File: config.mk
export PLATFORM = sky130hd
export DESIGN_NAME = mfe_ram
export DESIGN_NICKNAME = d
export VERILOG_FILES = /design/src/hdl/mfe_ram.sv
export SDC_FILE = /design/constraint.sdc
export NUM_CORES = 1
export LEC_CHECK = 0
export BUFFER_PORTS_ARGS = -buffer_cell sky130_fd_sc_hd__buf_4
export CAP_MARGIN = 15
export CORE_ASPECT_RATIO = 0.5
export CORE_MARGIN = 10
export CORE_UTILIZATION = 45
export DETAILED_ROUTE_END_ITERATION = 8
export PLACE_DENSITY = 0.64
export SETUP_SLACK_MARGIN = 0.4
export SLEW_MARGIN = 20
export SYNTH_ARGS = -nofsm -noshare
export SYNTH_HDL_FRONTEND = slang
export SYNTH_SLANG_ARGS = --single-unit
File: constraint.sdc
create_clock -name clk -period 2 [get_ports clk]
set_clock_uncertainty 0.1 [all_clocks]
set_input_delay 0.2 -clock clk [delete_from_list [all_inputs] [get_ports clk]]
set_output_delay 0.2 -clock clk [all_outputs]
set_load 0.02 [all_outputs]
File: src/hdl/mfe_ram.sv
// Generic single-port synchronous RAM with registered read data.
`default_nettype none
module mfe_ram #(
	parameter int unsigned Width = 8,
	parameter int unsigned Depth = 16
) (
	input  wire logic clk,
	input  wire logic we,
	input  wire logic [$clog2(Depth)-1:0] addr,
	input  wire logic [Width-1:0] wdata,
	output logic [Width-1:0] rdata
);
	logic [Width-1:0] mem_q [Depth];
	always_ff @(posedge clk) begin
		if (we) begin
			mem_q[addr] <= wdata;
		end
		rdata <= mem_q[addr];
	end
endmodule
`default_nettype wire

==> results.tsv <==
stage	metric	value	unit
outcome	outcome	complete, no violations	
setup_path	reg2reg_depth	3	
power	p_sw	1.31	mW
synth	synth_area_leader_cell	edfxtp_1	
setup_path	cp_slowest_cell	mux4_2	
final_layout	layout.nets	305	
clocking	clk_latency	0.41	ns
global_routing	grtUsageTotal	13.7	%
synth	syn_area_per_cell	22.0	um^2
power	p_seq_share	48.8	%
final_layout	multi_input_area	0.00102	mm^2
synth	ys.flop_type	edfxtp_1	
synth	synthTopCellsByCount	128 x edfxtp_1, 32 x mux4_2, 16 x a22oi_1, 13 x nor2_1, 9 x nand2_1	
drt	vias	2501	
setup_path	worst_setup_path_start_kind	flip-flop	
floorplan	design.core.area	0.0110	mm^2
drt	wl_per_cell	22.7	um
global_routing	grt_pass1_wl	15800	um
power	power_frac_comb	5.4	%
floorplan	start_util	46.2	%
synth	syn-num-nets	244	
synth	syn_inst	230	
setup_path	path_delay_family	multiplexers	
place	portBuffers	21	
power	power.density	1060	mW/mm^2
final_layout	final-seq-area	0.00400	mm^2
setup_path	rrSetupSlack	0.58	ns
sta	finalSetupViolations	0	
final_layout	syn2layout_area_growth	22.4	%
worst_hold_path	whs_path_depth	1	
sta	finalCritPeriodShare	71.0	%
setup_path	regToRegEndpoint	rdata[7]$_DFF_P_	
synth	synth_edf_count	128	
clocking	clockRootBuffer	clkbuf_16	
sta	slew_violations	0	
sta	fin_crit	1.42	ns
clocking	path_clk_slew	0.06	ns
sta	rsz0062_at_grt	no	
synth	syn_area	0.00507	mm^2
floorplan	pin_count	22	
synth	yosysUniqueCellTypes	18	
synth	yosysWarnings	0	
clocking	htreeDepth	4	
setup_path	critPathCaptureType	flip-flop	
power	clkPwrFrac	45.8	%
drt	routed_wirelength	10200	um
worst_hold_path	hold_class	in2reg	
floorplan	die_w	170	um
clocking	cts_tree	done	
synth	synth.area.top_cells	edfxtp_1 76%, mux4_2 14%, dfxtp_1 3.2%	
place	gp_congestion	0.862	
global_routing	grt-ovfl-total	0	
setup_path	crit_chain	mux4_2 > a22oi_1 > nand2_1	
clocking	cts_inserted_buffers	17	
setup_path	critPathArrivalTime	1.59	ns
run	drv_cap	0	
sta	setup_tns	0	ns
setup_path	critPathMaxFanout	1	
place	post-place-cells	414	
sta	setup_ws	0.580	ns
sta	finalHoldViolations	0	
floorplan	num_rows	27	
synth	yosys.cell_count.top_type	edfxtp_1	
place	place_ws	0.186	ns
synth	seq_area_frac_synth	79.0	%
sta	fmax	704	MHz
sta	worstMarginPinSlew	0.700	ns
setup_path	crit_type	reg2reg	
final_layout	n_antenna_cell	0	
setup_path	r2r-start	mem_q[8][7]$_DFFE_PP_	
setup_path	crit_required	2.18	ns
sta	fin_hold_ws	0.0145	ns
global_routing	grt_pass1_vias	2629	
setup_path	max_stage_delay	0.47	ns
drt	via_per_inst	5.57	
drt	drc	0	
power	leakage	2.09	nW
global_routing	antenna_found_initial	0	
drt	first_iter_violations	288	
sta	slew_headroom	53.1	%
drt	ant_nets	0	
worst_hold_path	hp-start	wdata[6]	
floorplan	die_height	95.0	um
final_layout	nFillCells	783	
floorplan	die_area	0.0162	mm^2
setup_path	critPathBufInv	0	
power	netSwitchingFraction	19.9	%
worst_hold_path	holdPathEnd	mem_q[12][6]$_DFFE_PP_	
power	peakVddDrop	0.466	mV
place	dp_hpwl	6810	um
drt	drt-pass1-iter-count	4	
final_layout	layout-drive-gt1-share	38.5	%
synth	synth_seq_cells	136	
global_routing	grt_max_degree	23	
clocking	cts_sinks	136	
clocking	ctsLongestPathBuffers	2	
power	intPower	5.27	mW
synth	synth_top_area_share	75.9	%
synth	postSynth.asyncResetShare	0	%
final_layout	finalNonFillerCells	449	
==> worst max-delay path by stage <==
stage,start,end,slack [ns],cells after the start
3_3_place_gp,addr[0],rdata[2]$_DFF_P_,0.19,5
5_1_grt,addr[0],rdata[2]$_DFF_P_,0.50,5
3_5_place_dp,addr[0],rdata[2]$_DFF_P_,0.19,5
2_1_floorplan,addr[1],mem_q[12][0]$_DFFE_PP_,0.26,3
6_report,mem_q[8][7]$_DFFE_PP_,rdata[7]$_DFF_P_,0.58,3
4_1_cts,mem_q[8][7]$_DFFE_PP_,rdata[7]$_DFF_P_,0.57,3
==> kinds of logic (layout without fill, tap and decap cells) <==
kind of cell	count (synthesis)	count (layout)	share of synthesized area, %
flip-flops	136	136	79.0
AND/OR/NAND/NOR	35	35	3.21
multiplexers	32	32	14.2
AO/OA/AOI/OAI	16	16	2.37
buffers and inverters	11	85	1.19
==> registers in the layout, indices dropped and copies added (netlist names) <==
register / flops
rdata: 8
mem_q: 128
==> metal layers <==
metal	share of wire (%)	track usage [%]	vias up
met2	43	18.5	82
met4	1.4	5.37	0
met3	7.3	4.33	10
met1	48	20.0	1327
met5	0	0	-
li1	-	-	1082
==> worst register-to-register path: cells and delay by family (launching register included) <==
| family | cells | cell delay [ns] |
|---|---|---|
| AND/OR/NAND/NOR | 1 | 0.13 |
| flip-flops | 1 | 0.37 |
| multiplexers | 1 | 0.47 |
| AO/OA/AOI/OAI | 1 | 0.22 |
==> final cells by class <==
class / count / area share (%)
Sequential cell: 136 / 64.6
Multi-Input combinational cell: 83 / 16.5
Tap cell: 145 / 2.93
Clock buffer: 23 / 7.71
Clock inverter: 9 / 1.61
Timing Repair Buffer: 53 / 6.74
==> layout by cell type, fill, tap and decap left out <==
cell type      count
edfxtp_1         128
buf_4             49
mux4_2            32
clkbuf_16         17
a22oi_1           16
nand2_1            9
nor2_1             8
dfxtp_1            8
nor2_2             5
clkinv_2           4
nor3_1             3
clkbuf_1           3
clkbuf_8           3
dlygate4sd3_1      3
nor2b_1            2
nand3b_1           2
nand2b_1           2
bufinv_16          2
and2_1             1
nand3_1            1
or3b_2             1
nor3_2             1
clkinv_1           1
clkinvlp_4         1
clkinv_4           1
buf_12             1
==> metrics by stage <==
stage          utilization, %  cell area [um^2]  power (mW)
6_report                 56.5              6200        6.58
5_1_grt                  56.5              6200        6.78
4_1_cts                  56.5              6200        6.63
3_5_place_dp             51.0              5590        3.62
3_3_place_gp             51.0              5590        3.61
2_1_floorplan               -              5080        3.45
==> power by group through the flow <==
stage | combinational, mW | sequential, mW | clock [mW]
after detailed placement | 0.351 | 3.27 | 0
after global placement | 0.343 | 3.26 | 0
after CTS | 0.358 | 3.21 | 3.07
final | 0.353 | 3.21 | 3.01
after global routing | 0.381 | 3.21 | 3.18
after floorplan | 0.167 | 3.28 | 0
==> repair_timing <==
item	4_1_cts	5_1_grt
gates resized for setup	0	0
buffers inserted	0	0
endpoints found under the hold margin	44	0
hold buffers	3	0
Note: power is estimated with default switching activity, not from simulation.
